[src/rtl/core/assert_macros.svh]
// ---------------------------------------------------------------------------
// assertion macros for the coefficient calculator
// ---------------------------------------------------------------------------
`ifndef ASSERT_MACROS_SVH
`define ASSERT_MACROS_SVH

// check on every clock edge, reset included
`define SOLP_ASSERT_ALWAYS(label, prop) \
   label: assert property (@(posedge clock) prop) else $error("assertion failed");

// check only outside of reset
`define SOLP_ASSERT_RUN(label, prop) \
   label: assert property (@(posedge clock) disable iff (reset) prop) else $error("assertion failed");

`endif

[src/rtl/core/solp_pkg.sv]
// ---------------------------------------------------------------------------
// solp_pkg
// shared types and constants of the biquad coefficient calculator
// ---------------------------------------------------------------------------
`default_nettype none

package solp_pkg;

   // field widths
   localparam int OP_W     = 2;
   localparam int FC_W     = 17;
   localparam int Q_W      = 16;
   localparam int FS_W     = 18;
   localparam int COEF_W   = 28;
   localparam int TURN_W   = 32;
   localparam int CV_W     = 34;
   localparam int C_W      = 32;
   localparam int DS_NW    = 39;
   localparam int BD_W     = 41;
   localparam int BQ_W     = 32;
   localparam int BETA_W   = 35;

   // defaults of the top level parameters
   localparam int COEF_FRAC_BITS_DEF    = 24;
   localparam int CORDIC_ITERATIONS_DEF = 24;

   // constants
   localparam logic [FS_W-1:0]        FS_RESET    = 18'd48000;
   localparam logic [Q_W-1:0]         Q_DEFAULT   = 16'd181;
   localparam logic signed [CV_W-1:0] CORDIC_GAIN = 34'sd652032874;

   // filter types
   localparam logic [OP_W-1:0] OP_LPF = 2'd0;
   localparam logic [OP_W-1:0] OP_HPF = 2'd1;

   // atan(2^-i) as a fraction of a full turn, scaled by 2^32
   localparam logic [31:0] ATAN_TURN [32] = '{
      32'h20000000, 32'h12E4051E, 32'h09FB385B, 32'h051111D4, 32'h028B0D43,
      32'h0145D7E1, 32'h00A2F61E, 32'h00517C55, 32'h0028BE53, 32'h00145F2F,
      32'h000A2F98, 32'h000517CC, 32'h00028BE6, 32'h000145F3, 32'h0000A2FA,
      32'h0000517D, 32'h000028BE, 32'h0000145F, 32'h00000A30, 32'h00000518,
      32'h0000028C, 32'h00000146, 32'h000000A3, 32'h00000051, 32'h00000029,
      32'h00000014, 32'h0000000A, 32'h00000005, 32'h00000003, 32'h00000001,
      32'h00000001, 32'h00000000
   };

   typedef struct packed {
      logic [OP_W-1:0] opcode;
      logic [FC_W-1:0] cutoff_hz;
      logic [Q_W-1:0]  quality;
   } req_type;

   typedef struct packed {
      logic signed [COEF_W-1:0] coef_a0;
      logic signed [COEF_W-1:0] coef_a1;
      logic signed [COEF_W-1:0] coef_a2;
      logic signed [COEF_W-1:0] coef_b1;
      logic signed [COEF_W-1:0] coef_b2;
      logic                     computed;
      logic                     overflow;
   } rsp_type;

   // per-transaction control that rides along the cell chain
   typedef struct packed {
      logic                    vld;
      logic [OP_W-1:0]         op;
      logic                    unsup;
      logic                    fs0;
      logic                    flip;
      logic                    sneg;
      logic                    negb;
      logic                    sat;
      logic [Q_W-1:0]          q;
      logic signed [C_W-1:0]   c;
   } side_type;

endpackage

`default_nettype wire

[src/rtl/core/solp_coef_calc.sv]
// ---------------------------------------------------------------------------
// solp_coef_calc
// gamma product, alpha and the five rounded, saturated coefficients
// ---------------------------------------------------------------------------
`default_nettype none

module solp_coef_calc #(
   parameter int COEF_FRAC_BITS = solp_pkg::COEF_FRAC_BITS_DEF
) (
   input  logic                                 clock,
   input  logic                                 reset,
   input  solp_pkg::side_type                   side_i,
   input  logic signed [solp_pkg::BETA_W-1:0]   beta_i,
   output logic                                 strobe_o,
   output solp_pkg::rsp_type                    rsp_o
);
   import solp_pkg::*;

   localparam int SH    = 30 - COEF_FRAC_BITS;
   localparam int SH_M1 = (SH > 0) ? SH - 1 : 0;
   localparam logic signed [41:0] RND      = (SH > 0) ? (42'sd1 <<< SH_M1) : 42'sd0;
   localparam logic signed [41:0] COEF_HI  = 42'sd134217727;
   localparam logic signed [41:0] COEF_LO  = -42'sd134217728;
   localparam logic signed [41:0] HALF_Q30 = 42'sd536870912;

   // round half up to the output format and saturate, msb is the overflow flag
   function automatic logic [COEF_W:0] to_coef(input logic signed [41:0] v);
      logic signed [41:0] r;
      logic               o;
      r = (v + RND) >>> SH;
      o = 1'b0;
      if (r > COEF_HI) begin
         r = COEF_HI;
         o = 1'b1;
      end
      if (r < COEF_LO) begin
         r = COEF_LO;
         o = 1'b1;
      end
      return {o, r[COEF_W-1:0]};
   endfunction

   logic signed [BETA_W:0]     hb;
   logic signed [C_W+BETA_W:0] prod_in, prod_ff;
   logic signed [BETA_W-1:0]   beta_ff;
   side_type                   side_ff;

   // stage 1: (0.5 + beta) * cos
   assign hb      = $signed({beta_i[BETA_W-1], beta_i}) + $signed(HALF_Q30[BETA_W:0]);
   assign prod_in = hb * side_i.c;

   always_ff @(posedge clock) begin
      prod_ff <= prod_in;
      beta_ff <= beta_i;
      if (reset) begin
         side_ff <= '0;
      end else begin
         side_ff <= side_i;
      end
   end

   logic signed [41:0]  gamma, beta_w, sum, alpha, a1, b1, b2;
   logic [COEF_W:0]     ca0, ca1, cb1, cb2;
   rsp_type             rsp_in, rsp_ff;
   logic                strobe_ff;

   // stage 2: alpha and coefficient formatting
   always_comb begin
      gamma  = 42'(prod_ff >>> 30);
      beta_w = 42'(beta_ff);
      if (side_ff.op == OP_LPF) begin
         sum = HALF_Q30 + beta_w - gamma;
      end else begin
         sum = HALF_Q30 + beta_w + gamma;
      end
      alpha = sum >>> 1;
      if (side_ff.op == OP_LPF) begin
         a1 = alpha <<< 1;
      end else begin
         a1 = -(alpha <<< 1);
      end
      b1  = -(gamma <<< 1);
      b2  = beta_w <<< 1;
      ca0 = to_coef(alpha);
      ca1 = to_coef(a1);
      cb1 = to_coef(b1);
      cb2 = to_coef(b2);
      rsp_in = '0;
      if (side_ff.unsup) begin
         rsp_in = '0;
      end else if (side_ff.fs0) begin
         rsp_in.overflow = 1'b1;
      end else begin
         rsp_in.coef_a0  = ca0[COEF_W-1:0];
         rsp_in.coef_a1  = ca1[COEF_W-1:0];
         rsp_in.coef_a2  = ca0[COEF_W-1:0];
         rsp_in.coef_b1  = cb1[COEF_W-1:0];
         rsp_in.coef_b2  = cb2[COEF_W-1:0];
         rsp_in.computed = 1'b1;
         rsp_in.overflow = side_ff.sat | ca0[COEF_W] | ca1[COEF_W]
                         | cb1[COEF_W] | cb2[COEF_W];
      end
   end

   always_ff @(posedge clock) begin
      rsp_ff <= rsp_in;
      if (reset) begin
         strobe_ff <= 1'b0;
      end else begin
         strobe_ff <= side_ff.vld;
      end
   end

   assign strobe_o = strobe_ff;
   assign rsp_o    = rsp_ff;

endmodule

`default_nettype wire

[config.mk]
export PLATFORM = sky130hd
export DESIGN_NAME = solp_coef_calc
export DESIGN_NICKNAME = d
export VERILOG_FILES = /design/src/rtl/core/assert_macros.svh /design/src/rtl/core/solp_pkg.sv /design/src/rtl/core/solp_coef_calc.sv
export SDC_FILE = /design/constraint.sdc
export NUM_CORES = 2
export LEC_CHECK = 0
export BUFFER_PORTS_ARGS = -buffer_cell sky130_fd_sc_hd__buf_4
export CAP_MARGIN = 20
export CORE_MARGIN = 10
export CORE_UTILIZATION = 42
export CTS_CLUSTER_DIAMETER = 50
export DETAILED_ROUTE_END_ITERATION = 10
export GPL_TIMING_DRIVEN = 0
export PLACE_DENSITY_LB_ADDON = 0.25
export SYNTH_ARGS = -nofsm -noshare
export SYNTH_HDL_FRONTEND = slang
export SYNTH_SLANG_ARGS = --single-unit
[constraint.sdc]
create_clock -name clock -period 8.4 [get_ports clock]
set_input_delay 0.84 -clock clock [delete_from_list [all_inputs] [get_ports clock]]
set_output_delay 0.84 -clock clock [all_outputs]
set_load 0.05 [all_outputs]
Word-level counts from Yosys, hierarchy flattened
Cells that the tools add are included.
{"block": "totals", "out_inout_bits": 143, "ff_bits": 224, "word_cells": 65, "in_bits": 94}
{"block": "op_classes", "n_bitwise": 4, "mux": 20, "n_mul": 1, "order_cmp": 8, "addsub": 10, "reduce_logical": 5}
{"operator": "$mux 42", "n": 6}
{"operator": "$lt 42x28->1 const B", "n": 4}
{"operator": "$mux 28", "n": 4}
{"operator": "$gt 36x28->1 const B", "n": 3}
{"operator": "$add 42x7->42 const B", "n": 2}
{"operator": "$mul 36x32->68", "n": 1}
{"operator": "$add 41x7->42 const B", "n": 1}
{"operator": "$neg 39->42", "n": 1}
{"operator": "$neg 42->42", "n": 1}
{"operator": "$add 36x38->39", "n": 1}
{"operator": "$sub 36x38->39", "n": 1}
{"operator": "$add 36x7->37 const B", "n": 1}
{"operator": "$add 31x35->36 const A", "n": 1}
{"operator": "$add 35x31->36 const B", "n": 1}
{"operator": "$gt 31x28->1 const B", "n": 1}
{"operator": "$mux 1", "n": 10}
{"operator": "$reduce_or 3->1", "n": 3}
{"operator": "$or 1x1->1", "n": 4}
{"operator": "$logic_not 2->1", "n": 1}
{"operator": "$reduce_or 2->1", "n": 1}

Logic depth before layout (Yosys ltp)
{"block": "logic_depth", "word_depth": 14, "ltp_mapped": 35, "depth_no_buf": 34}

Worst setup path before layout
Ideal clock, no wire load.
{"block": "synth_path", "path_type": "input to register", "start": "input beta_i[29] (netlist name)", "end": "register prod_ff[64]", "path_slack_ns": -0.434, "required_ns": 8.328, "setup_time_ns": 0.072, "path_buffers": 1, "t_arrival_ns": 8.762, "stages": 33, "path_cell_list": "ha_1 > nand3_1 > o21a_1 > clkbuf_1 > nand2_1 > inv_1 > fa_1 > fa_1 > inv_1 > fa_1 > inv_1 > fa_1 > fa_1 > fa_1 > fa_1 > fa_1 > ha_1 > a21o_1 > a21o_1 > a21o_1 > a21oi_1 > o21ai_0 > a21o_1 > a21o_1 > a221oi_1 > o31a_1 > o21ai_0 > and2_1 > o21a_1 > o21ai_0 > nand2b_1 > a21oi_1 > xnor2_1"}
{"block": "synth_via", "elab_chain_len": 2}
{"element": "start, declared", "line_no": "solp_coef_calc.sv:13", "rtl": "input logic signed [solp_pkg::BETA_W-1:0] beta_i,"}
{"element": "$add 35x31->36", "line_no": "solp_coef_calc.sv:49", "rtl": "assign hb = $signed({beta_i[BETA_W-1], beta_i}) + $signed(HALF_Q30[BETA_W:0]);"}
{"element": "$mul 36x32->68", "line_no": "solp_coef_calc.sv:50", "rtl": "assign prod_in = hb * side_i.c;"}
{"element": "net prod_in[64]", "line_no": "solp_coef_calc.sv:44", "rtl": "logic signed [C_W+BETA_W:0] prod_in, prod_ff;"}
{"element": "end signal, assigned", "line_no": "solp_coef_calc.sv:53", "rtl": "prod_ff <= prod_in;"}
{"element": "end, declared", "line_no": "solp_coef_calc.sv:44"}
The timed path passes the listed nets, and every way through them passes these cells.
A chain may end at the register's enable or synchronous reset.

Worst setup path after layout
{"block": "layout_path", "start": "input side_i[26] (netlist name)", "end": "register prod_ff[64]"}
{"block": "layout_via", "elab_chain_len": 1}
{"element": "start, declared", "line_no": "solp_coef_calc.sv:12", "rtl": "input solp_pkg::side_type side_i,"}
{"element": "$mul 36x32->68", "line_no": "solp_coef_calc.sv:50"}
{"element": "net prod_in[64]", "line_no": "solp_coef_calc.sv:44"}
The timed path passes the listed nets, and every way through them passes these cells.

==> results_dict.tcl <==
set metrics [dict create \
    outcome "finished, violations left" \
    violations "negative setup slack" \
    synth_nets 7413 \
    r2r-start "side_ff[55]$_SDFF_PP0_" \
    dpl.hpwl_um 161900 \
    fillers 11510 \
    area_growth_pct 18.34 \
    grt-ovfl-total 0 \
    synth_area_leaders "fa_1, inv_1, dfxtp_1" \
    fin_cells 7905 \
    path_depth 28 \
    r2r_slack_ps 440 \
    cp-end-kind "register" \
    critical_path.max_fanout 10 \
    final_antenna_net_count 0 \
    dieArea_mm2 0.1369 \
    port_buffers 191 \
    ctsHoldBuffers 0 \
    drt_iter0_markers 4003 \
    clock_skew_ps 17.67 \
    path_class "primary input to register" \
    yosys.area.top_type_share_pct 46.79 \
    slew_violations 0 \
    worstMarginPinSlew_ps 1052 \
    cp_slowest_cell "fa_2" \
    cts_buffers 17 \
    coreArea_mm2 0.1217 \
    worst_path_most_repeated_cell "fa_1" \
    drv.max_cap_violation_count 0 \
    grt.busiest_layer "met2" \
    clockRootBuffer "clkbuf_16" \
    setup_viol 14 \
    grt_pass1_wl_um 297300 \
    synth_edf_count 0 \
    first_pass_iters 6 \
    tritoncts "done" \
    endpoint "prod_ff[64]$_DFF_P_" \
    row_count 128 \
    critPathTopFamily "adder cells" \
    post-route-util_pct 50.04 \
    clk_latency_ps 480 \
    r2r.worst_path.cells 25 \
    r2r-end "rsp_o[107]$_SDFF_PP0_" \
    drive_above_1_share_pct 14.06 \
    drcViolationCount 0 \
    holdCritPathClass "register to register" \
    fin_crit_ps 8844 \
    synth_cells 5885 \
    hold_viol_final 0 \
    grt_util_all_layers_pct 29.39 \
    critPathRequiredTime_ps 8820 \
    crit_buf_inv 2 \
    use_met3_pct 9.584 \
    synth_area_mm2 0.05147 \
    die_h_um 370.1 \
    setup_ws_ps -443.6 \
    initial_core_util_pct 42.29 \
    arrival_ps 9260 \
    final_nets 7788 \
    tns_ps -3181 \
    num_vias 42370 \
    use_met2_pct 45.08 \
    clock_path_buffers 2 \
    clkTransAtPathRegs_ps 90 \
    gp_congestion 1.029 \
    die_w_um 370.1 \
    synth_ff_type "dfxtp_1" \
    use_met1_pct 37.34 \
    avgSynthCellArea_um2 8.746 \
    fmax_ghz 0.1131 \
    ys_seq_elements 194 \
    yosysSeqAreaShare_pct 7.546 \
    period_share_pct 105.3 \
    antenna_found_initial 11 \
    ys_types 96 \
    synth_warnings 0 \
    slowest_delay_ps 640 \
    synth_largest_area_cell "fa_1" \
    wl_per_cell_um 25.20 \
    drt-vias-per-instance 5.360 \
    rsz0062_at_grt "true" \
    cp-startpoint "side_i[26]" \
    grt_pass1_vias 44640 \
    max_slew_margin_pct 29.63 \
    totalWireLength_um 199200 \
    async_reset_ff_share_pct 0 \
    io_pins 237 \
    grt_start_max_net_pins 26 \
    htreeDepth 4 \
    placed_cells 7706 \
    cts_sinks 194 \
    start_kind "primary input" \
]
-- worst min path at each step --
stage | from | to | slack (ps) | cells past startpoint
floorplan | side_ff[56]$_SDFF_PP0_ | strobe_o$_SDFF_PP0_ | 410 | 1
CTS | side_ff[56]$_SDFF_PP0_ | strobe_o$_SDFF_PP0_ | 460 | 1
global route | beta_i[31] | beta_ff[31]$_DFF_P_ | 460 | 1
detailed placement | side_ff[56]$_SDFF_PP0_ | strobe_o$_SDFF_PP0_ | 440 | 1
finish | side_ff[56]$_SDFF_PP0_ | strobe_o$_SDFF_PP0_ | 450 | 1
global placement | side_ff[56]$_SDFF_PP0_ | strobe_o$_SDFF_PP0_ | 440 | 1
-- flip-flops by register name, summed over array words and instances (netlist names) --
name / flops
beta_ff: 35
prod_ff: 38
rsp_o: 114
side_ff: 6
strobe_o: 1
-- worst reg2reg max path: stages, from the launching register on --
cell and delay, ps:
dfxtp_1 380, or2_2 310, clkbuf_2 350, clkbuf_2 420
clkbuf_2 380, nand2_1 110, xor2_1 160, ha_1 290
buf_2 180, a21oi_1 330, o21ai_1 310, a2111oi_1 610
o21bai_1 260, xor2_4 250, nor4_4 510, and4_1 390
nand3_1 110, a32o_1 290, a311oi_1 260, or4b_4 560
or3_4 390, o31ai_4 310, o21ai_1 100, nand2b_4 260
buf_4 220, o21ai_1 140
-- per-stage QoR --
| step | hold slack, ps | setup WS [ps] | cell area [µm²] |
|---|---|---|---|
| floorplan | 413.8 | 0.07638 | 51620 |
| global placement | 436.1 | -2963 | 55090 |
| detailed placement | 436.2 | -3076 | 55140 |
| CTS | 456.3 | -327.1 | 60280 |
| global route | 455.3 | -640.5 | 60900 |
| finish | 450.4 | -443.6 | 60910 |
-- routing by layer --
metal	share of wire [%]	up-vias
met5	0.0080	-
met4	5.9	2
met3	12	416
met2	44	2208
met1	39	21520
li1	-	18230
-- cell type report --
class	count	area (µm²)	share of cell area (%)
inverters	1331	5022	8.246
clock buffers	17	425.4	0.6984
well taps	1625	2033	3.338
multi-input cells	4023	42230	69.34
plain buffers	334	4046	6.643
repair buffers	359	3010	4.942
flip-flops and latches	194	3884	6.376
diodes	7	17.52	0.02876
clock inverters	15	235.2	0.3862
-- synthesized netlist by cell type, types with 20 or more instances --
library cell,number
ha_1,231
nor2_1,154
inv_1,1330
nor3_1,63
o21ai_1,40
a21oi_1,183
nand2b_1,70
fa_1,1203
xnor2_1,166
o21ai_0,60
buf_4,29
nor4_1,20
clkbuf_1,277
a31oi_1,24
a21o_1,47
nand4_1,40
nor2b_1,34
dfxtp_1,194
xor2_1,96
nand2_1,981
and2_1,268
nand3_1,63
-- placed cells by master, fill, tap and decap left out, types with 20 or more instances in the layout --
master and n:
a21o_1 46, a21oi_1 169, a31oi_1 23, and2_1 264
buf_12 20, buf_4 350, buf_6 27, clkbuf_1 66
clkbuf_16 108, clkbuf_2 38, clkbuf_4 34, clkbuf_8 39
dfxtp_1 194, fa_1 1162, fa_2 41, ha_1 208
ha_4 20, inv_1 1307, nand2_1 970, nand2b_1 70
nand3_1 61, nand4_1 40, nor2_1 138, nor2b_1 31
nor3_1 55, o21ai_0 55, o21ai_1 41, xnor2_1 156
xor2_1 90
-- cell families (layout without fill, tap and decap cells) --
| group | after synthesis | after routing | synth area share [%] |
|---|---|---|---|
| and+or+nand+nor | 1794 | 1794 | 16.35 |
| DFF | 194 | 194 | 7.546 |
| buffers and inverters | 1668 | 2056 | 12.41 |
| xor gates and xnor gates | 262 | 262 | 4.458 |
| other | 0 | 7 | 0 |
| AOI/OAI and AO/OA | 522 | 522 | 6.620 |
| adders and majority gates | 1434 | 1434 | 52.41 |
| muxes | 11 | 11 | 0.2164 |
-- timing repair --
item	CTS	global route
cloned	1	0
pin swaps	93	53
setup buffers	139	26
endpoints found under the setup margin	95	82
gates resized for setup	786	127
Power is not shown: default switching activity piles up to over one toggle a cycle in this logic, so the estimate is an artifact.
