==> config.mk <==
export PLATFORM = sky130hd
export DESIGN_NAME = solp_div_cell
export DESIGN_NICKNAME = d
export VERILOG_FILES = /design/src/rtl/core/assert_macros.svh /design/src/rtl/core/solp_pkg.sv /design/src/rtl/core/solp_div_cell.sv
export SDC_FILE = /design/constraint.sdc
export NUM_CORES = 1
export LEC_CHECK = 0
export BUFFER_PORTS_ARGS = -buffer_cell sky130_fd_sc_hd__buf_2
export CAP_MARGIN = 0
export CORE_MARGIN = 2
export CORE_UTILIZATION = 25
export DETAILED_ROUTE_END_ITERATION = 8
export GPL_TIMING_DRIVEN = 0
export SLEW_MARGIN = 10
export SYNTH_ARGS = -nofsm -noshare
export SYNTH_HDL_FRONTEND = slang
export SYNTH_SLANG_ARGS = --single-unit
==> constraint.sdc <==
create_clock -name clock -period 2.2 [get_ports clock]
set_clock_uncertainty 0.1 [all_clocks]
set_input_delay 0.11 -clock clock [delete_from_list [all_inputs] [get_ports clock]]
set_output_delay 0.11 -clock clock [all_outputs]
set_load 0.05 [all_outputs]
==> src/rtl/core/assert_macros.svh <==
// ---------------------------------------------------------------------------
// assertion macros for the coefficient calculator
// ---------------------------------------------------------------------------
`ifndef ASSERT_MACROS_SVH
`define ASSERT_MACROS_SVH

// check on every clock edge, reset included
`define SOLP_ASSERT_ALWAYS(label, prop) \
   label: assert property (@(posedge clock) prop) else $error("assertion failed");

// check only outside of reset
`define SOLP_ASSERT_RUN(label, prop) \
   label: assert property (@(posedge clock) disable iff (reset) prop) else $error("assertion failed");

`endif

==> src/rtl/core/solp_pkg.sv <==
// ---------------------------------------------------------------------------
// solp_pkg
// shared types and constants of the biquad coefficient calculator
// ---------------------------------------------------------------------------
`default_nettype none

package solp_pkg;

   // field widths
   localparam int OP_W     = 2;
   localparam int FC_W     = 17;
   localparam int Q_W      = 16;
   localparam int FS_W     = 18;
   localparam int COEF_W   = 28;
   localparam int TURN_W   = 32;
   localparam int CV_W     = 34;
   localparam int C_W      = 32;
   localparam int DS_NW    = 39;
   localparam int BD_W     = 41;
   localparam int BQ_W     = 32;
   localparam int BETA_W   = 35;

   // defaults of the top level parameters
   localparam int COEF_FRAC_BITS_DEF    = 24;
   localparam int CORDIC_ITERATIONS_DEF = 24;

   // constants
   localparam logic [FS_W-1:0]        FS_RESET    = 18'd48000;
   localparam logic [Q_W-1:0]         Q_DEFAULT   = 16'd181;
   localparam logic signed [CV_W-1:0] CORDIC_GAIN = 34'sd652032874;

   // filter types
   localparam logic [OP_W-1:0] OP_LPF = 2'd0;
   localparam logic [OP_W-1:0] OP_HPF = 2'd1;

   // atan(2^-i) as a fraction of a full turn, scaled by 2^32
   localparam logic [31:0] ATAN_TURN [32] = '{
      32'h20000000, 32'h12E4051E, 32'h09FB385B, 32'h051111D4, 32'h028B0D43,
      32'h0145D7E1, 32'h00A2F61E, 32'h00517C55, 32'h0028BE53, 32'h00145F2F,
      32'h000A2F98, 32'h000517CC, 32'h00028BE6, 32'h000145F3, 32'h0000A2FA,
      32'h0000517D, 32'h000028BE, 32'h0000145F, 32'h00000A30, 32'h00000518,
      32'h0000028C, 32'h00000146, 32'h000000A3, 32'h00000051, 32'h00000029,
      32'h00000014, 32'h0000000A, 32'h00000005, 32'h00000003, 32'h00000001,
      32'h00000001, 32'h00000000
   };

   typedef struct packed {
      logic [OP_W-1:0] opcode;
      logic [FC_W-1:0] cutoff_hz;
      logic [Q_W-1:0]  quality;
   } req_type;

   typedef struct packed {
      logic signed [COEF_W-1:0] coef_a0;
      logic signed [COEF_W-1:0] coef_a1;
      logic signed [COEF_W-1:0] coef_a2;
      logic signed [COEF_W-1:0] coef_b1;
      logic signed [COEF_W-1:0] coef_b2;
      logic                     computed;
      logic                     overflow;
   } rsp_type;

   // per-transaction control that rides along the cell chain
   typedef struct packed {
      logic                    vld;
      logic [OP_W-1:0]         op;
      logic                    unsup;
      logic                    fs0;
      logic                    flip;
      logic                    sneg;
      logic                    negb;
      logic                    sat;
      logic [Q_W-1:0]          q;
      logic signed [C_W-1:0]   c;
   } side_type;

endpackage

`default_nettype wire

==> src/rtl/core/solp_div_cell.sv <==
// ---------------------------------------------------------------------------
// solp_div_cell
// one restoring division step: shifts in one dividend bit, emits one quotient bit
// ---------------------------------------------------------------------------
`default_nettype none

module solp_div_cell #(
   parameter int NW = 8,
   parameter int DW = 8
) (
   input  logic               clock,
   input  logic               reset,
   input  solp_pkg::side_type side_i,
   input  logic [DW-1:0]      rem_i,
   input  logic [NW-1:0]      nq_i,
   input  logic [DW-1:0]      div_i,
   output solp_pkg::side_type side_o,
   output logic [DW-1:0]      rem_o,
   output logic [NW-1:0]      nq_o,
   output logic [DW-1:0]      div_o
);
   import solp_pkg::*;

   logic [DW:0]   trial;
   logic [DW:0]   diff;
   logic          ge;
   logic [DW-1:0] rem_in, rem_ff;
   logic [NW-1:0] nq_in, nq_ff;
   logic [DW-1:0] div_ff;
   side_type      side_ff;

   // trial subtract of the divisor from the shifted remainder
   assign trial = {rem_i, nq_i[NW-1]};
   assign diff  = trial - {1'b0, div_i};
   assign ge    = (trial >= {1'b0, div_i});

   always_comb begin
      rem_in = ge ? diff[DW-1:0] : trial[DW-1:0];
      nq_in  = {nq_i[NW-2:0], ge};
   end

   // hand the step result to the next cell
   always_ff @(posedge clock) begin
      rem_ff  <= rem_in;
      nq_ff   <= nq_in;
      div_ff  <= div_i;
      if (reset) begin
         side_ff <= '0;
      end else begin
         side_ff <= side_i;
      end
   end

   assign rem_o  = rem_ff;
   assign nq_o   = nq_ff;
   assign div_o  = div_ff;
   assign side_o = side_ff;

endmodule

`default_nettype wire

Word level (Yosys, flattened, before mapping)
Cells that the tools add are included.

Add/sub/neg operators: 1. Muxes and demuxes: 1. $lt $le $gt $ge: 1.

Operators by type and width (count): >= comparator 9 x 8 -> 1 bit (1); 2-to-1 mux 8 bit (1); subtractor 8 bit (1).

Output and inout port bits: 81. Input port bits: 83. Register bits after elaboration: 81.

Longest topological paths before layout
Gate-level depths: netlist (run 1).

Word-level depth: 2. Gate-level depth with buffers: 8.

Worst setup path before layout (run 1)
OpenSTA, ideal clock, no wires.

Path kind: in2reg. Start: input nq_i[7]. End: register rem_ff[6], in the netlist rem_o[6]. Setup slack: 0.342 ns. Data arrival time: 1.637 ns. Data required time: 1.979 ns. Setup time: 0.121 ns. Stages: 8. Cell sequence: inv_1 -> ha_1 -> fa_1 -> nor2b_1 -> o31a_1 -> nor4_1 -> a311o_1 -> mux2_4.

Word-level cells in the longest chain between the ends: 2. Elaborated cells between the ends (all ways): 3.

Ends and longest elaborated chain: start, declared (RTL line solp_div_cell.sv:15) `input logic [NW-1:0] nq_i,`; subtractor 8 bit or >= comparator 9 x 8 -> 1 bit (tied branches) (RTL line solp_div_cell.sv:34, solp_div_cell.sv:35); 2-to-1 mux 8 bit (*) (RTL line solp_div_cell.sv:38) `rem_in = ge ? diff[DW-1:0] : trial[DW-1:0];`; net rem_in[6] (RTL line solp_div_cell.sv:27) `logic [DW-1:0] rem_in, rem_ff;`; end signal, assigned (RTL line solp_div_cell.sv:44) `rem_ff <= rem_in;`; end, declared (RTL line solp_div_cell.sv:27).

The timed path passes the listed nets; every way through them passes the cells marked *. A chain may end at the register's enable or synchronous reset.

Final worst setup path (run 1)
Start: input rem_i[5]. End: register rem_ff[2], in the netlist rem_o[2].

Word-level cells in the longest chain between the ends: 2.

Ends and longest elaborated chain: start, declared (RTL line solp_div_cell.sv:14) `input logic [DW-1:0] rem_i,`; >= comparator 9 x 8 -> 1 bit (RTL line solp_div_cell.sv:35) `assign ge = (trial >= {1'b0, div_i});`; 2-to-1 mux 8 bit (RTL line solp_div_cell.sv:38); net rem_in[2] (RTL line solp_div_cell.sv:27).

The timed path passes the listed nets, and every way through them passes these cells.

==> results_dict.tcl, run 1 <==
set metrics [dict create \
    cts_tree "yes" \
    netlist_top_cells_area "dfxtp_1, nor2b_1, ha_1, mux2_4, inv_1" \
    area_growth_pct 80.4 \
    fmax_mhz 466 \
    dp_hpwl_mm 4.76 \
    cp_top_family "buffers and inverters" \
    combPwrFrac 0.242 \
    cts_made_buffers 9 \
    p_leak_nw 2.22 \
    maxSlewHeadroom 0.697 \
    drv_slew 0 \
    worstPathArrival_ns 2.29 \
    routed_wl_mm 7.48 \
    final_antenna_net_count 0 \
    dr.pass1.iters 4 \
    grt_pass1_wl_mm 11.4 \
    layout_min_cycle_time_ns 2.15 \
    synth_seq_cells 81 \
    final_hold_viol_count 0 \
    wl_met2_mm 4.00 \
    min_period_over_period 0.976 \
    cts-root-buf "clkbuf_8" \
    start_util 0.259 \
    gp_congestion 0.789 \
    nNetsFinal 559 \
    swShare 0.309 \
    drive_gt1_frac 0.405 \
    setup_viol 0 \
    fin_cells 606 \
    cp_data_required_time_ns 2.34 \
    start_kind "primary input" \
    routedWlPerCell_um 12.3 \
    port_buffers 162 \
    die_h_um 105 \
    synth_top_area_cell "dfxtp_1" \
    ff_latch_area_mm2 0.00162 \
    yosysSeqAreaShare 0.635 \
    intPower_w 0.00255 \
    clkPwrFrac 0.327 \
    drt_iter0_drc 59 \
    yosys_warnings 0 \
    utilization 0.467 \
    path_class "in2reg" \
    crit_fanout 6 \
    p_sw_w 0.00114 \
    io_pins 164 \
    synth_top_cell_area_share 0.635 \
    synth-edff-count 0 \
    status "finished, final reports clean" \
    avgSynthCellArea_um2 12.0 \
    cts.sinks 81 \
    syn_area_mm2 0.00255 \
    top_layer "met4" \
    wl_met3_um 493 \
    multi_input_area_um2 897 \
    wl_met1_mm 2.86 \
    cts_buffer_depth 2 \
    clk_pin_slew_worst_paths_ns 0.08 \
    tightest_slew_ns 0.454 \
    hold_path_depth 2 \
    antenna_found_initial 1 \
    endpoint_kind "flop" \
    rows 36 \
    cap_viol_max_count 0 \
    syn_inst 212 \
    fin_setup_tns_ns 0 \
    hold_class "in2reg" \
    grt-ovfl-total 0 \
    post-place-cells 507 \
    via_count 2418 \
    grt_start_max_net_pins 16 \
    viasPerCell 3.99 \
    critical_path.max_stage_delay_ns 0.54 \
    core-area_mm2 0.00986 \
    synth-async-reset-ratio 0 \
    synth.distinct_cells 35 \
    p_per_area_mw_per_mm2 801 \
    groute.usage.overall 0.134 \
    path_cells "dlygate4sd3_1 > buf_2 > ha_1 > a21o_1 > a211oi_4 > o31ai_4 > nor2_8 > mux2_4" \
    crit_buf_inv 2 \
    irDropWorstVdd_mv 0.291 \
    die-area_mm2 0.0110 \
    cp.depth 8 \
    power_frac_seq 0.431 \
    grt_pass1_vias 2409 \
    slowest_stage "dlygate4sd3_1" \
    nFillCells 919 \
    synthFlopType "dfxtp_1" \
    die_w_um 105 \
    htreeDepth 3 \
    synthesis.nets 304 \
    drc_errors 0 \
]
==> cell usage in the layout (no fill, tap or decap), types with 2 or more instances in the layout <==
| cell | synthesis | final |
|---|---|---|
| buf_2 | 0 | 162 |
| dfxtp_1 | 81 | 81 |
| dlygate4sd3_1 | 0 | 81 |
| nor2b_1 | 58 | 58 |
| inv_1 | 11 | 11 |
| clkbuf_8 | 0 | 9 |
| ha_1 | 8 | 8 |
| clkbuf_1 | 6 | 6 |
| nor2_1 | 5 | 5 |
| mux2_4 | 5 | 5 |
| a21oi_1 | 4 | 4 |
| nand2_1 | 3 | 3 |
| inv_6 | 0 | 3 |
| nand2b_1 | 2 | 2 |
| a311o_1 | 2 | 2 |
| o21ai_0 | 2 | 2 |
| xnor2_1 | 2 | 2 |
| mux2i_1 | 2 | 2 |
| bufinv_16 | 0 | 2 |
==> per-layer routing <==
layer  vias up  GRT usage
met5         -          0
met4         0     0.0619
met3        10     0.0555
met2       105      0.252
met1      1108      0.126
li1       1195          -
==> synth_stat cells (all sizes together), types with 2 or more instances <==
cell    instances
nor2            6
inv            11
ha              8
nand3           2
clkbuf          6
nand2           3
mux2i           2
a311o           2
o21ai           2
dfxtp          81
mux2            5
a21oi           5
nor2b          58
a211oi          2
nand2b          2
xnor2           2
==> flip-flops by register name, summed over array words and instances, names as in the netlist <==
signal and cells:
side_o 57, div_o 8, rem_o 8, nq_o 8
==> what timing repair did <==
item | in CTS | in global routing
endpoints found under the setup margin | 0 | 5
endpoints found under the hold margin | 80 | 0
setup buffers | 0 | 0
hold buffers | 81 | 0
resized for setup | 0 | 4
==> power by group through the flow <==
stage	Clock [W]	Sequential [W]	Combinational, W
after floorplan	0	0.00198	0.000192
after global placement	0	0.00162	0.000755
after detailed placement	0	0.00162	0.000759
after CTS	0.00126	0.00159	0.000875
after global routing	0.00131	0.00160	0.000943
final	0.00121	0.00159	0.000891
==> cells by family (layout without fill, tap and decap cells) <==
kind of cell             after synthesis  after routing  share of synthesized area
XOR/XNOR                               3              3                     0.0103
multiplexers                           7              7                     0.0373
buffers and inverters                 18            277                     0.0279
flip-flops                            81             81                      0.635
AND/OR/NAND/NOR                       74             75                      0.180
other                                  0              1                          0
AO/OA/AOI/OAI                         20             20                     0.0623
adder cells (fa/ha/maj)                9              9                     0.0471
==> final timing paths <==
path,startpoint,end,slack [ns]
hold / removal,reset,side_o[10]$_SDFF_PP0_,0.02
setup / recovery,rem_i[5],rem_o[2]$_DFF_P_,0.05
==> layout make-up <==
type	count	share of cell area
Multi-Input combinational cell	114	0.195
Buffer	7	0.00652
Sequential cell	81	0.352
Inverter	11	0.00897
Clock buffer	9	0.0269
Antenna cell	1	0.000543
Clock inverter	7	0.0217
Tap cell	133	0.0361
Timing Repair Buffer	243	0.352
==> through the flow <==
| step | hold WS (ns) | power [W] | worst slack, ns | cell area [um^2] |
|---|---|---|---|---|
| after global placement | 0.113 | 0.00238 | 0.120 | 3530 |
| after floorplan | 0.0377 | 0.00218 | 0.342 | 2550 |
| after detailed placement | 0.114 | 0.00238 | 0.120 | 3530 |
| after global routing | 0.0236 | 0.00385 | -0.0298 | 4600 |
| final | 0.0193 | 0.00369 | 0.0533 | 4600 |
| after CTS | 0.00677 | 0.00372 | 0.0104 | 4560 |
Power figures use the tool's default switching activity.
==> inputs of run 2 (changes only) <==
- RECOVER_POWER: default -> 50
==> run 2 against run 1 <==
  * Sequential share of layout area is 0.12 points higher
  * Power is 0.12% lower
  * Non-clock buffer count stayed put
  * Clock-buffer cell count stayed put
  * Via count hardly changed
  * Clock power hardly changed
  * Critical path type unchanged
==> results_dict.tcl, run 2 (synthesis gave the netlist of run 1 again) <==
set metrics [dict create \
    mostFrequentLayoutCells "buf_2, dfxtp_1, dlygate4sd3_1" \
    layout_min_cycle_time_ns 2.15 \
    core-area_mm2 0.00986 \
    grt_pass1_vias 2409 \
    cap_viol_max_count 0 \
    die_h_um 105 \
    combPwrFrac 0.241 \
    die_w_um 105 \
    io_pins 164 \
    final_antenna_net_count 0 \
    clkPwrFrac 0.328 \
    drc_errors 0 \
    hold_start "reset" \
    drv_slew 0 \
    area_growth_pct 79.8 \
    crit_fanout 6 \
    p_total_w 0.00368 \
    cp_data_required_time_ns 2.34 \
    nFillCells 919 \
    tightest_slew_ns 0.633 \
    cp-startpoint "div_i[6]" \
    viasPerCell 3.99 \
    irDropWorstVdd_mv 0.291 \
    power_frac_seq 0.432 \
    antenna_found_initial 1 \
    cts.sinks 81 \
    grt-ovfl-total 0 \
    cts_setup_buffers 0 \
    dr.pass1.iters 4 \
    cts_made_buffers 9 \
    drt_iter0_drc 73 \
    crit_buf_inv 3 \
    status "finished, final reports clean" \
    hold_class "in2reg" \
    gp_congestion 0.789 \
    slowest_stage "dlygate4sd3_1" \
    p_leak_nw 2.19 \
    holdPathEnd "side_o[10]$_SDFF_PP0_" \
    dp_slack_ns 0.120 \
    fin_setup_tns_ns 0 \
    groute.usage.overall 0.134 \
    min_period_over_period 0.977 \
    swShare 0.310 \
    routed_wl_mm 7.51 \
    dp_hpwl_mm 4.76 \
    hold_path_depth 2 \
    start_kind "primary input" \
    via_count 2417 \
    die-area_mm2 0.0110 \
    path_class "in2reg" \
    endpoint_kind "flop" \
    cp_top_family "buffers and inverters" \
    fin_ws_ns 0.0515 \
    port_buffers 162 \
    final_hold_viol_count 0 \
    grt_pass1_wl_mm 11.4 \
    nNetsFinal 559 \
    routedWlPerCell_um 12.4 \
    layout_commonest_cell "buf_2" \
    start_util 0.259 \
    utilization 0.465 \
    fmax_mhz 465 \
    setup_viol 0 \
    p_sw_w 0.00114 \
    path_cells "dlygate4sd3_1 > clkbuf_1 > inv_1 > ha_1 > a21o_1 > a211oi_4 > o31ai_4 > nor2_8 > mux2_4" \
    cts_buffer_depth 2 \
    worstPathArrival_ns 2.29 \
    rows 36 \
    critical_path.max_stage_delay_ns 0.52 \
    maxSlewHeadroom 0.580 \
    drive_gt1_frac 0.377 \
    grt_start_max_net_pins 16 \
    clk_pin_slew_worst_paths_ns 0.08 \
    p_per_area_mw_per_mm2 802 \
    cts_tree "yes" \
    cts-root-buf "clkbuf_8" \
    largest_reg_flops 57 \
    intPower_w 0.00254 \
    htreeDepth 3 \
]
## run 2: routing by layer
metal	part of all wire	vias up	global-route usage
met3	0.067	10	0.0555
met5	0	-	0
met1	0.38	1105	0.126
met2	0.53	107	0.252
met4	0.017	0	0.0619
li1	-	1195	-
## run 2: worst max path at each step
stage                       end  slack (ns)  cells past startpoint
6_report       rem_o[2]$_DFF_P_        0.05                      9
5_1_grt        rem_o[4]$_DFF_P_       -0.03                      9
4_1_cts        rem_o[4]$_DFF_P_        0.01                      8
3_5_place_dp   rem_o[6]$_DFF_P_        0.12                      9
3_3_place_gp   rem_o[6]$_DFF_P_        0.12                      9
2_1_floorplan  rem_o[6]$_DFF_P_        0.34                      8
## run 2: final cells by class
cell class	instances	area, um^2	share of cell area
Multi-Input combinational cell	114	897	0.196
Clock buffer	9	124	0.0270
Inverter	11	41.3	0.00900
Sequential cell	81	1620	0.353
Tap cell	133	166	0.0363
Antenna cell	1	2.50	0.000545
Clock inverter	7	100	0.0218
Timing Repair Buffer	243	1610	0.350
Buffer	7	30.0	0.00654
## run 2: power by group through the flow
stage / Sequential, W / Clock [W] / Combinational, W
global placement: 0.00162 / 0 / 0.000755
finish: 0.00159 / 0.00121 / 0.000886
floorplan: 0.00198 / 0 / 0.000192
CTS: 0.00159 / 0.00126 / 0.000875
detailed placement: 0.00162 / 0 / 0.000759
global route: 0.00160 / 0.00131 / 0.000938
## run 2: stage by stage
| step | area [um^2] | cells | hold slack, ns |
|---|---|---|---|
| after global placement | 3530 | 507 | 0.113 |
| final | 4590 | 606 | 0.0190 |
| after detailed placement | 3530 | 507 | 0.114 |
| after CTS | 4560 | 604 | 0.00677 |
| after global routing | 4590 | 606 | 0.0236 |
| after floorplan | 2550 | 212 | 0.0377 |
## run 2: timing repair
| action | CTS | global route |
|---|---|---|
| hold buffers | 81 | 0 |
| resized for setup | 0 | 4 |
| setup endpoints to repair | 0 | 5 |
| hold endpoints to repair | 80 | 0 |
