<file path="config.mk">
export PLATFORM = sky130hd
export DESIGN_NAME = solp_cordic_cell
export DESIGN_NICKNAME = d
export VERILOG_FILES = /design/src/rtl/core/assert_macros.svh /design/src/rtl/core/solp_pkg.sv /design/src/rtl/core/solp_cordic_cell.sv
export SDC_FILE = /design/constraint.sdc
export NUM_CORES = 1
export LEC_CHECK = 0
export BUFFER_PORTS_ARGS = -buffer_cell sky130_fd_sc_hd__buf_2
export CORE_ASPECT_RATIO = 0.9
export CORE_MARGIN = 4
export CORE_UTILIZATION = 55
export DETAILED_ROUTE_END_ITERATION = 8
export GPL_ROUTABILITY_DRIVEN = 0
export PLACE_DENSITY = 0.91
export SETUP_SLACK_MARGIN = 0.15
export SYNTH_ARGS = -nofsm -noshare
export SYNTH_HDL_FRONTEND = slang
export SYNTH_SLANG_ARGS = --single-unit
</file>
<file path="constraint.sdc">
create_clock -name clock -period 5.4 [get_ports clock]
set_input_delay 0.81 -clock clock [delete_from_list [all_inputs] [get_ports clock]]
set_output_delay 0.81 -clock clock [all_outputs]
set_load 0.02 [all_outputs]
</file>
<file path="src/rtl/core/assert_macros.svh">
// ---------------------------------------------------------------------------
// assertion macros for the coefficient calculator
// ---------------------------------------------------------------------------
`ifndef ASSERT_MACROS_SVH
`define ASSERT_MACROS_SVH

// check on every clock edge, reset included
`define SOLP_ASSERT_ALWAYS(label, prop) \
   label: assert property (@(posedge clock) prop) else $error("assertion failed");

// check only outside of reset
`define SOLP_ASSERT_RUN(label, prop) \
   label: assert property (@(posedge clock) disable iff (reset) prop) else $error("assertion failed");

`endif

</file>
<file path="src/rtl/core/solp_pkg.sv">
// ---------------------------------------------------------------------------
// solp_pkg
// shared types and constants of the biquad coefficient calculator
// ---------------------------------------------------------------------------
`default_nettype none

package solp_pkg;

   // field widths
   localparam int OP_W     = 2;
   localparam int FC_W     = 17;
   localparam int Q_W      = 16;
   localparam int FS_W     = 18;
   localparam int COEF_W   = 28;
   localparam int TURN_W   = 32;
   localparam int CV_W     = 34;
   localparam int C_W      = 32;
   localparam int DS_NW    = 39;
   localparam int BD_W     = 41;
   localparam int BQ_W     = 32;
   localparam int BETA_W   = 35;

   // defaults of the top level parameters
   localparam int COEF_FRAC_BITS_DEF    = 24;
   localparam int CORDIC_ITERATIONS_DEF = 24;

   // constants
   localparam logic [FS_W-1:0]        FS_RESET    = 18'd48000;
   localparam logic [Q_W-1:0]         Q_DEFAULT   = 16'd181;
   localparam logic signed [CV_W-1:0] CORDIC_GAIN = 34'sd652032874;

   // filter types
   localparam logic [OP_W-1:0] OP_LPF = 2'd0;
   localparam logic [OP_W-1:0] OP_HPF = 2'd1;

   // atan(2^-i) as a fraction of a full turn, scaled by 2^32
   localparam logic [31:0] ATAN_TURN [32] = '{
      32'h20000000, 32'h12E4051E, 32'h09FB385B, 32'h051111D4, 32'h028B0D43,
      32'h0145D7E1, 32'h00A2F61E, 32'h00517C55, 32'h0028BE53, 32'h00145F2F,
      32'h000A2F98, 32'h000517CC, 32'h00028BE6, 32'h000145F3, 32'h0000A2FA,
      32'h0000517D, 32'h000028BE, 32'h0000145F, 32'h00000A30, 32'h00000518,
      32'h0000028C, 32'h00000146, 32'h000000A3, 32'h00000051, 32'h00000029,
      32'h00000014, 32'h0000000A, 32'h00000005, 32'h00000003, 32'h00000001,
      32'h00000001, 32'h00000000
   };

   typedef struct packed {
      logic [OP_W-1:0] opcode;
      logic [FC_W-1:0] cutoff_hz;
      logic [Q_W-1:0]  quality;
   } req_type;

   typedef struct packed {
      logic signed [COEF_W-1:0] coef_a0;
      logic signed [COEF_W-1:0] coef_a1;
      logic signed [COEF_W-1:0] coef_a2;
      logic signed [COEF_W-1:0] coef_b1;
      logic signed [COEF_W-1:0] coef_b2;
      logic                     computed;
      logic                     overflow;
   } rsp_type;

   // per-transaction control that rides along the cell chain
   typedef struct packed {
      logic                    vld;
      logic [OP_W-1:0]         op;
      logic                    unsup;
      logic                    fs0;
      logic                    flip;
      logic                    sneg;
      logic                    negb;
      logic                    sat;
      logic [Q_W-1:0]          q;
      logic signed [C_W-1:0]   c;
   } side_type;

endpackage

`default_nettype wire

</file>
<file path="src/rtl/core/solp_cordic_cell.sv">
// ---------------------------------------------------------------------------
// solp_cordic_cell
// one rotation-mode cordic micro-rotation with a fixed shift
// ---------------------------------------------------------------------------
`default_nettype none

module solp_cordic_cell #(
   parameter int IDX = 0
) (
   input  logic                               clock,
   input  logic                               reset,
   input  solp_pkg::side_type                 side_i,
   input  logic signed [solp_pkg::CV_W-1:0]   x_i,
   input  logic signed [solp_pkg::CV_W-1:0]   y_i,
   input  logic signed [solp_pkg::CV_W-1:0]   a_i,
   output solp_pkg::side_type                 side_o,
   output logic signed [solp_pkg::CV_W-1:0]   x_o,
   output logic signed [solp_pkg::CV_W-1:0]   y_o,
   output logic signed [solp_pkg::CV_W-1:0]   a_o
);
   import solp_pkg::*;

   localparam logic signed [CV_W-1:0] ANG = $signed({{(CV_W-32){1'b0}}, ATAN_TURN[IDX]});

   logic signed [CV_W-1:0] xs, ys;
   logic signed [CV_W-1:0] x_in, y_in, a_in;
   logic signed [CV_W-1:0] x_ff, y_ff, a_ff;
   side_type               side_ff;

   assign xs = x_i >>> IDX;
   assign ys = y_i >>> IDX;

   // rotate toward zero residual angle
   always_comb begin
      if (!a_i[CV_W-1]) begin
         x_in = x_i - ys;
         y_in = y_i + xs;
         a_in = a_i - ANG;
      end else begin
         x_in = x_i + ys;
         y_in = y_i - xs;
         a_in = a_i + ANG;
      end
   end

   always_ff @(posedge clock) begin
      x_ff    <= x_in;
      y_ff    <= y_in;
      a_ff    <= a_in;
      if (reset) begin
         side_ff <= '0;
      end else begin
         side_ff <= side_i;
      end
   end

   assign x_o    = x_ff;
   assign y_o    = y_ff;
   assign a_o    = a_ff;
   assign side_o = side_ff;

endmodule

`default_nettype wire

</file>
Yosys cells after proc, flatten, opt, wreduce, memory -nomap -nowiden
Index checks and enable logic that the tools add are counted.
- flip-flop bits (word level): 159
- input bits: 161
- output and inout bits: 159
- word-level logic and storage cells: 21
- add/subtract/negate cells: 5
- muxes and demuxes: 3
- operators with widths (cell ; count):
    $mux 34 ; 3
    $sub 34x34->34 ; 2
    $add 34x31->34 const B ; 1
    $add 34x34->34 ; 1
    $sub 34x31->34 const B ; 1

Depth between registers and ports, before layout
Gate-level depths: netlist of the first run.
- depth after elaboration: 2
- gate-level depth with buffers: 12
- mapped depth without buffers: 12

Worst setup path before layout of the first run
OpenSTA, ideal clock, no wires.
- path kind: input -> register
- from: in x_i[11] in the netlist's numbering
- to: reg x_ff[29] (netlist: x_o[29])
- library setup time: 119 ps
- arrival: 2901 ps
- required time: 5281 ps
- slack: 2379 ps
- stages on the path: 12
- buffers on the path: 1
- cells stage by stage: inv_1 -> ha_1 -> buf_4 -> a21oi_1 -> o21ai_1 -> a211o_1 -> a21o_1 -> o311ai_1 -> a211oi_1 -> nor4_1 -> a21oi_1 -> xnor2_1
- longest elaborated chain between the ends: 2
- elaborated cells between the ends (all ways): 3
- classes of those cells: add/sub (2); mux (1)
- ends and longest elaborated chain (element ; line ; text):
    from (decl) ; solp_cordic_cell.sv:13 ; input logic signed [solp_pkg::CV_W-1:0] x_i,
    $sub 34x34->34 / $add 34x34->34 (equally long branches) ; solp_cordic_cell.sv:36, solp_cordic_cell.sv:40 ;
    $mux 34 * ; solp_cordic_cell.sv:35 ; if (!a_i[CV_W-1]) begin
    net x_in[29] ; solp_cordic_cell.sv:26 ; logic signed [CV_W-1:0] x_in, y_in, a_in;
    to (signal assigned) ; solp_cordic_cell.sv:47 ; x_ff <= x_in;
    to (decl) ; solp_cordic_cell.sv:27 ; logic signed [CV_W-1:0] x_ff, y_ff, a_ff;
The timed path passes the listed nets; every way through them passes the cells marked *.
A chain may end at the register's enable or synchronous reset.

Worst setup path in the final report of the first run
- from: in x_i[13] in the netlist's numbering
- to: reg y_ff[32] (netlist: y_o[32])
- longest elaborated chain between the ends: 2
- elaborated cells between the ends (all ways): 3
- classes of those cells: add/sub (2); mux (1)
- ends and longest elaborated chain (element ; line ; text):
    $add 34x34->34 / $sub 34x34->34 (equally long branches) ; solp_cordic_cell.sv:37, solp_cordic_cell.sv:41 ;
    $mux 34 * ; solp_cordic_cell.sv:35 ;
    net y_in[32] ; solp_cordic_cell.sv:26 ;
    to (signal assigned) ; solp_cordic_cell.sv:48 ; y_ff <= y_in;
    to (decl) ; solp_cordic_cell.sv:27 ;
Marks and branches as above.

==> results of run 1 <==
cell type report:
| cell class | count | area share [%] |
|---|---|---|
| Antenna cell | 2 | 0.0429 |
| Clock buffer | 17 | 3.65 |
| Clock inverter | 15 | 1.61 |
| Inverter | 108 | 3.47 |
| Multi-Input combinational cell | 786 | 48.1 |
| Sequential cell | 158 | 27.1 |
| Tap cell | 211 | 2.26 |
| Timing Repair Buffer | 320 | 13.7 |
how the worst max path moves through the flow:
stage,startpoint,to,slack (ps),depth (start not counted)
2_1_floorplan,x_i[11],x_o[29],2380,12
3_3_place_gp,x_i[13],y_o[32],1670,12
3_5_place_dp,x_i[13],y_o[32],1620,12
4_1_cts,x_i[13],y_o[32],2010,12
5_1_grt,x_i[13],y_o[27],1740,12
6_report,x_i[13],y_o[32],1900,12
per-stage QoR:
stage / setup slack, ps / total power, mW / util [%] / area (um2) / instances
after global routing: 1740 / 3.96 / 69.3 / 11700 / 1617
after detailed placement: 1620 / 2.56 / 65.6 / 11100 / 1583
after CTS: 2010 / 3.79 / 69.3 / 11700 / 1615
after global placement: 1670 / 2.53 / 65.6 / 11100 / 1583
after floorplan: 2380 / 2.17 / - / 9410 / 1101
final: 1900 / 3.80 / 69.3 / 11700 / 1617
logic make-up (layout without fill, tap and decap cells):
kind of cell	count (synthesis)	count (layout)
buffers and inverters	157	460
multiplexers	13	13
adder cells (fa/ha/maj)	107	107
other	0	2
flip-flops	158	158
XOR/XNOR	68	68
AO/OA/AOI/OAI	319	319
AND/OR/NAND/NOR	279	279
power breakdown:
group          switching (mW)  internal [mW]  total [mW]  leakage (nW)
Clock                   0.561          0.669        1.23         0.301
Combinational           0.775          0.425        1.20          4.11
Sequential             0.0419           1.33        1.37          1.33
Total                    1.38           2.42        3.80          5.74
registers in the layout (all words and copies together) (netlist names):
signal  cells
x_o        34
y_o        33
a_o        34
side_o     57
per-layer routing:
metal | vias up | GRT usage, % | part of all wire, %
li1 | 4369 | - | -
met1 | 4318 | 34.9 | 37
met2 | 724 | 50.5 | 47
met3 | 180 | 7.56 | 9.8
met4 | 0 | 14.1 | 5.5
met5 | - | 0 | 0
layout by cell type (no fill, tap or decap), types with 4 or more instances in the layout:
| cell | Yosys | layout |
|---|---|---|
| buf_2 | 15 | 319 |
| dfxtp_1 | 158 | 158 |
| a21oi_1 | 109 | 109 |
| ha_1 | 103 | 103 |
| inv_1 | 101 | 101 |
| nor2_1 | 88 | 88 |
| nor2b_1 | 66 | 66 |
| xnor2_1 | 60 | 60 |
| nand2_1 | 48 | 48 |
| o21ai_0 | 47 | 47 |
| nor3_1 | 22 | 22 |
| a21o_1 | 20 | 20 |
| o21ai_1 | 18 | 18 |
| o21bai_1 | 18 | 18 |
| clkbuf_16 | 0 | 17 |
| nand3_1 | 15 | 15 |
| mux2i_1 | 13 | 13 |
| o21a_1 | 12 | 12 |
| o31ai_1 | 11 | 11 |
| o211ai_1 | 9 | 9 |
| xor2_1 | 8 | 8 |
| nor4_1 | 7 | 7 |
| nand2b_1 | 6 | 6 |
| nand4_1 | 5 | 5 |
| or4_1 | 5 | 5 |
| o41ai_1 | 5 | 5 |
| inv_8 | 0 | 5 |
| inv_2 | 4 | 4 |
| a311oi_1 | 4 | 4 |
| a211oi_1 | 4 | 4 |
| o311ai_1 | 4 | 4 |
| a2111oi_0 | 4 | 4 |
| a31oi_1 | 4 | 4 |
| fa_1 | 4 | 4 |
==> metrics.md, run 1 <==
| Metric | Value |
|---|---|
| Outcome | finished with violations |
| Failing checks | design-rule violations |
| DR WL/cell | 18.6 um |
| Total grt overflow | 0 |
| Initial antenna violation count | 2 |
| Area of the multi-input gates | 0.00561 mm2 |
| HP Start | a_i[16] |
| Final setup fails | 0 |
| Total routed wirelength | 30000 um |
| Vias in the first global route | 9097 |
| Syn nets | 1369 |
| Clock Root Buffer | clkbuf_16 |
| Critical Path AT | 3850 ps |
| Avg Inst Size Synth | 8.55 um2 |
| Core Rows | 45 |
| Chip Width | 146 um |
| Input/output buffers | 319 |
| Post-synthesis mux area share | 1.38% |
| Post-layout min period | 3500 ps |
| H-tree depth | 4 |
| RSZ-0062 raised after global routing | no |
| EDFF count, synth | 0 |
| Main combinational cell family by area after synthesis | compound AO/OA/AOI/OAI gates |
| Nets | 1659 |
| Critical path's top delay family | compound AO/OA/AOI/OAI gates |
| Synth Area in Compound Gates | 22.5% |
| Setup Buffers After CTS | 0 |
| Max_slew headroom | 31.0% |
| WP buf/inv | 2 |
| I/O pin count | 320 |
| Clock sinks | 158 |
| Hold Buf Count CTS | 0 |
| Post-route DRC | 13 |
| Xor/xnor share of the synthesized area | 6.33% |
| Synth Warn # | 0 |
| WHS Path Cells | 1 |
| Dominant cell by count in the synthesized netlist | dfxtp_1 |
| Adder-cell share of the synthesized area | 14.5% |
| Worst Hold End | a_o[16] |
| CP cell instances | buf_2 > inv_1 > ha_1 > nand2_1 > nor2_1 > nor4_1 > o41a_1 > a21boi_4 > a311oi_2 > a311oi_1 > a211oi_2 > xnor2_1 |
| Leak | 5.74 nW |
| Netlist cell types | 82 |
| Clock Tree Buf Depth | 2 |
| Worst min-delay path class | primary input to register |
| Mapped Cells | 1101 |
| Area contributors post-synth | dfxtp_1 34%, ha_1 14%, a21oi_1 5.8% |
| CP peak stage delay | 630 ps |
| Fin crit share | 64.9% |
| Largest area contributor in the netlist | dfxtp_1 |
| Maximum net fanout on the critical path | 17 |
| Largest net degree at the start of global routing | 80 |
| Peak VDD IR | 0.000202 V |
| Total iterations of the first detailed-routing run | 9 |
| Initial DRC count | 1301 |
| Initial core utilization | 55.9% |
| Core Region | 0.0168 mm2 |
| Die area | 0.0193 mm2 |
| # fillers | 1271 |
| First-pass GRT wire length | 46600 um |
| CP Launch Type | primary input |
| Synth top cells by count | 158 x dfxtp_1, 109 x a21oi_1, 103 x ha_1, 101 x inv_1, 88 x nor2_1 |
| P per Cell Area | 325 mW/mm2 |
| Reg area | 0.00316 mm2 |
| Worst EP required | 5750 ps |
| CTS tree | built |
| Area growth from synthesis to layout | 24.0% |
| Inserted Clock Buffers | 17 |
| Post-synth ARST share | 0% |
| Post-synth top area share | 33.6% |
| Mean number of vias per cell | 5.93 |
| Fmax | 285 MHz |
| Primary FF master, synth | dfxtp_1 |
| Hold Vio Cnt, Final | 0 |
| HPWL after detailed placement | 23000 um |
| Vias | 9591 |
| Simple-gate portion of the synthesized area | 14.9% |
| Number of max-cap violations | 0 |
| Max-slew violations | 0 |
| ANT nets after route | 0 |
| Yosys reg bits | 158 |
| Setup TNS | 0 ps |
| Clock transition at the registers of the reported paths | 70 ps |
| Die Ht | 132 um |
| Post-Syn Area | 0.00941 mm2 |
| Slowest cell on the critical path | ha_1 |
| Layout cell share with drive strength beyond 1 | 27.1% |
| Slew at the pin with the worst max-slew slack | 1030 ps |
| Final Hold Slack | 481 ps |
| GRT Total Usage | 29.6% |
| Post_cts resized | 0 |
| Crit Path Class | primary input to register |
| CP Capture Type | register |
| Seq/Total Area, Yosys | 33.6% |
Note: power is estimated with default switching activity, not from simulation.
==> run 2, diff against run 1 <==
CORE_UTILIZATION = 46   (was 55)
PLACE_DENSITY = 0.82   (was 0.91)
clock period = 2.9 ns   (was 5.4 ns; I/O delays follow)
==> metrics.md, run 2 (synthesized netlist as in run 1, its figures left out) <==
| Metric | Value |
|---|---|
| Area growth from synthesis to layout | 38.6% |
| HPWL after detailed placement | 26500 um |
| Clock sinks | 158 |
| Largest net degree at the start of global routing | 80 |
| H-tree depth | 4 |
| Critical Path AT | 3030 ps |
| Setup TNS | 0 ps |
| Layout Utilization | 65.1% |
| RSZ-0062 raised after global routing | no |
| Total routed wirelength | 33500 um |
| Input/output buffers | 319 |
| CP Launch Type | primary input |
| Most common cell after layout, fill and taps aside | buf_2 |
| Outcome | finished, final reports clean |
| Post-layout min period | 2710 ps |
| GRT Total Usage | 28.0% |
| I/O pin count | 320 |
| Final setup fails | 0 |
| Vias in the first global route | 9938 |
| Total iterations of the first detailed-routing run | 6 |
| P per Cell Area | 568 mW/mm2 |
| Worst min-delay path class | primary input to register |
| Area post-placement | 0.0123 mm2 |
| Slowest cell on the critical path | a2111oi_4 |
| Crit path from | x_i[8] |
| Maximum net fanout on the critical path | 6 |
| Layout Cells excl Fill | 1822 |
| Inserted Clock Buffers | 17 |
| Crit path to | x_o[31] |
| Clock Tree Buf Depth | 2 |
| Fmax | 369 MHz |
| Pre-CTS WS | -327 ps |
| CP Capture Type | register |
| Initial core utilization | 46.9% |
| CP peak stage delay | 510 ps |
| CP cell instances | buf_2 > inv_1 > ha_2 > inv_2 > a21oi_1 > o311ai_1 > buf_4 > o2111ai_2 > a31oi_2 > a2111oi_4 > nand2b_1 > o31ai_1 > xnor2_1 |
| DR WL/cell | 18.4 um |
| First-pass GRT wire length | 51300 um |
| Chip Width | 159 um |
| Core Rows | 49 |
| Die area | 0.0228 mm2 |
| Final Instance Area | 0.0130 mm2 |
| Initial DRC count | 1070 |
| Hold Vio Cnt, Final | 0 |
| Initial antenna violation count | 4 |
| Core Region | 0.0200 mm2 |
| ANT nets after route | 0 |
| Leak | 6.51 nW |
| Die Ht | 144 um |
| Post-route DRC | 0 |
| Clock Root Buffer | clkbuf_16 |
| Vias | 10100 |
| # fillers | 1592 |
| Commonest cells after routing, fill and taps aside | 319 x buf_2, 159 x buf_4, 158 x dfxtp_1 |
| CTS tree | built |
| Nets | 1818 |
| Mean number of vias per cell | 5.54 |
| Worst EP required | 3220 ps |
| Max_slew headroom | 32.6% |
| Crit Path Class | primary input to register |
| Max-slew violations | 0 |
| Clock transition at the registers of the reported paths | 80 ps |
| Layout cell share with drive strength beyond 1 | 35.5% |
| Post-placement cell count | 1786 |
| Total grt overflow | 0 |
| Fin crit share | 93.5% |
| Post-route setup slack | 190 ps |
| Number of max-cap violations | 0 |
| Peak VDD IR | 0.000353 V |
| Number of flip-flops in the largest register | 57 |
| Slew at the pin with the worst max-slew slack | 1010 ps |
## run 2: final cells by class
class	count	area (um2)	area share (%)
Clock buffer	17	425	3.26
Sequential cell	158	3160	24.3
Antenna cell	4	10.0	0.0768
Inverter	108	405	3.11
Clock inverter	15	193	1.48
Timing Repair Buffer	479	2810	21.5
Multi-Input combinational cell	786	5720	43.8
Tap cell	255	319	2.45
## run 2: worst min path at each step
| stage | end | cells past startpoint | slack, ps | start |
|---|---|---|---|---|
| after floorplan | a_o[0] | 0 | 460 | a_i[0] |
| after global placement | a_o[22] | 1 | 540 | a_i[22] |
| after detailed placement | a_o[24] | 1 | 540 | a_i[24] |
| after CTS | a_o[19] | 1 | 80 | a_i[19] |
| after global routing | a_o[7] | 1 | 80 | a_i[7] |
| final | a_o[4] | 1 | 90 | a_i[4] |
## run 2: through the flow
stage                     hold WS [ps]  power (mW)
after detailed placement           539        5.06
final                             87.1        7.41
after CTS                         80.4        7.38
after floorplan                    463        4.03
after global routing              75.6        7.75
after global placement             537        5.01
## run 2: routing by layer
metal	vias to the layer above	track usage [%]	part of all wire [%]
met5	-	0	0
met3	135	6.65	9.0
met4	0	13.5	4.5
met2	652	49.8	49
met1	4622	32.2	37
li1	4686	-	-
## run 2: power by group
part | switching, mW | leakage (nW) | total (mW) | internal (mW)
sequential | 0.0948 | 1.33 | 2.56 | 2.47
clock | 1.14 | 0.295 | 2.31 | 1.18
combinational | 1.51 | 4.88 | 2.53 | 1.02
total | 2.74 | 6.51 | 7.41 | 4.67
## run 2: repair_timing
item,4_1_cts,5_1_grt
hold buffers,0,0
pin swaps,0,5
resized for setup,2,18
gates cloned,0,0
setup buffers,0,0
endpoints found under the setup margin,3,23
## run 2: worst max-delay path, delay by kind of cell
| family | cells | cell delay, ps |
|---|---|---|
| AO/OA/AOI/OAI | 6 | 1480 |
| XOR/XNOR | 1 | 180 |
| adder cells (fa/ha/maj) | 1 | 400 |
| buffers and inverters | 4 | 360 |
| AND/OR/NAND/NOR | 1 | 160 |
==> run 3, diff against run 2 <==
PLACE_DENSITY = 0.77   (was 0.82)
==> metrics.md, run 3 (synthesized netlist as in run 1, its figures left out) <==
| Metric | Value |
|---|---|
| Outcome | finished, final reports clean |
| Crit Path Class | primary input to register |
| Inserted Clock Buffers | 17 |
| WP buf/inv | 4 |
| Cell mode on critical path | inv_1 |
| ANT nets after route | 0 |
| Commonest cells after routing, fill and taps aside | 319 x buf_2, 169 x buf_4, 158 x dfxtp_1 |
| Die area | 0.0228 mm2 |
| GRT Total Usage | 27.0% |
| Total grt overflow | 0 |
| H-tree depth | 4 |
| CP Launch Type | primary input |
| Total iterations of the first detailed-routing run | 6 |
| Max_slew headroom | 43.4% |
| CP cell instances | buf_2 > inv_1 > ha_2 > inv_1 > a21oi_1 > o311ai_1 > buf_4 > o2111ai_4 > nand3b_1 > a211o_1 > a211oi_4 > mux2i_1 > xnor2_1 |
| Fin crit share | 92.1% |
| CTS tree | built |
| Most common cell after layout, fill and taps aside | buf_2 |
| Vias in the first global route | 9755 |
| Area of the multi-input gates | 0.00573 mm2 |
| Mean number of vias per cell | 5.49 |
| Area post-placement | 0.0124 mm2 |
| Nets | 1827 |
| Clock Root Buffer | clkbuf_16 |
| Slew at the pin with the worst max-slew slack | 849 ps |
| CP peak stage delay | 440 ps |
| Number of max-cap violations | 0 |
| CP Capture Type | register |
| Vias | 10100 |
| Worst Hold End | a_o[14] |
| WHS Path Cells | 1 |
| Worst min-delay path class | primary input to register |
| Initial DRC count | 919 |
| HP Start | a_i[14] |
| Core Region | 0.0200 mm2 |
| P per Cell Area | 567 mW/mm2 |
| Largest net degree at the start of global routing | 80 |
| Initial antenna violation count | 3 |
| Initial core utilization | 46.9% |
| Clock transition at the registers of the reported paths | 70 ps |
| Critical path's top delay family | compound AO/OA/AOI/OAI gates |
| Total routed wirelength | 32500 um |
| Slowest cell on the critical path | ha_2 |
| Critical Path AT | 2980 ps |
| # fillers | 1656 |
| I/O pin count | 320 |
| Clock Tree Buf Depth | 2 |
| Max-slew violations | 0 |
| DR WL/cell | 17.7 um |
| Area growth from synthesis to layout | 39.3% |
| Hold Vio Cnt, Final | 0 |
| Maximum net fanout on the critical path | 8 |
| Die Ht | 144 um |
| HPWL after detailed placement | 25900 um |
| Final setup fails | 0 |
| Final Instance Area | 0.0131 mm2 |
| Fmax | 374 MHz |
| Layout cell share with drive strength beyond 1 | 35.9% |
| Number of flip-flops in the largest register | 57 |
| Peak VDD IR | 0.000360 V |
| Final Hold Slack | 102 ps |
| Clock sinks | 158 |
| Post-layout min period | 2670 ps |
| RSZ-0062 raised after global routing | yes |
| Worst EP required | 3200 ps |
| Reg area | 0.00316 mm2 |
| Core Rows | 49 |
| Post-route DRC | 0 |
| Leak | 6.56 nW |
| Input/output buffers | 319 |
| First-pass GRT wire length | 49600 um |
| Chip Width | 159 um |
-- run 3: worst max-delay path by stage --
stage / from / endpoint / slack (ps) / depth (start not counted)
floorplan: x_i[11] / x_o[29] / 250 / 12
global placement: x_i[9] / x_o[29] / -300 / 13
detailed placement: x_i[10] / x_o[31] / -350 / 13
CTS: x_i[9] / x_o[29] / 150 / 13
global route: x_i[9] / x_o[29] / 110 / 13
finish: x_i[10] / y_o[25] / 230 / 13
-- run 3: layout make-up --
type                            instances  area share [%]
Clock inverter                         15            1.49
Inverter                              108            3.09
Tap cell                              255            2.43
Clock buffer                           17            3.25
Sequential cell                       158            24.1
Antenna cell                            4          0.0764
Timing Repair Buffer                  488            21.9
Multi-Input combinational cell        786            43.7
-- run 3: layer usage --
metal / up-vias / track usage (%) / wire length [um]
met2: 642 / 47.8 / 15600
met1: 4578 / 31.3 / 12500
li1: 4697 / - / -
met4: 0 / 13.2 / 1670
met3: 134 / 5.85 / 2710
met5: - / 0 / 0
-- run 3: power breakdown --
part | switching, mW | internal (mW) | total (mW)
Clock | 1.09 | 1.25 | 2.34
Sequential | 0.0877 | 2.47 | 2.56
Combinational | 1.51 | 1.03 | 2.53
-- run 3: metrics by stage --
step / total power, mW / util [%] / setup WS [ps] / TNS [ps] / std cells
2_1_floorplan: 4.03 / - / 254 / 0 / 1101
3_3_place_gp: 5.03 / 61.6 / -296 / -3140 / 1794
3_5_place_dp: 5.06 / 61.6 / -345 / -4050 / 1794
4_1_cts: 7.41 / 64.8 / 154 / 0 / 1826
5_1_grt: 7.77 / 65.4 / 106 / 0 / 1830
6_report: 7.43 / 65.4 / 228 / 0 / 1831
-- run 3: repair_timing --
item,CTS,global route
setup endpoints to repair,4,20
pin swaps,1,3
gates resized for setup,2,19
endpoints found under the hold margin,0,0
hold buffers,0,0
buffers inserted,0,1
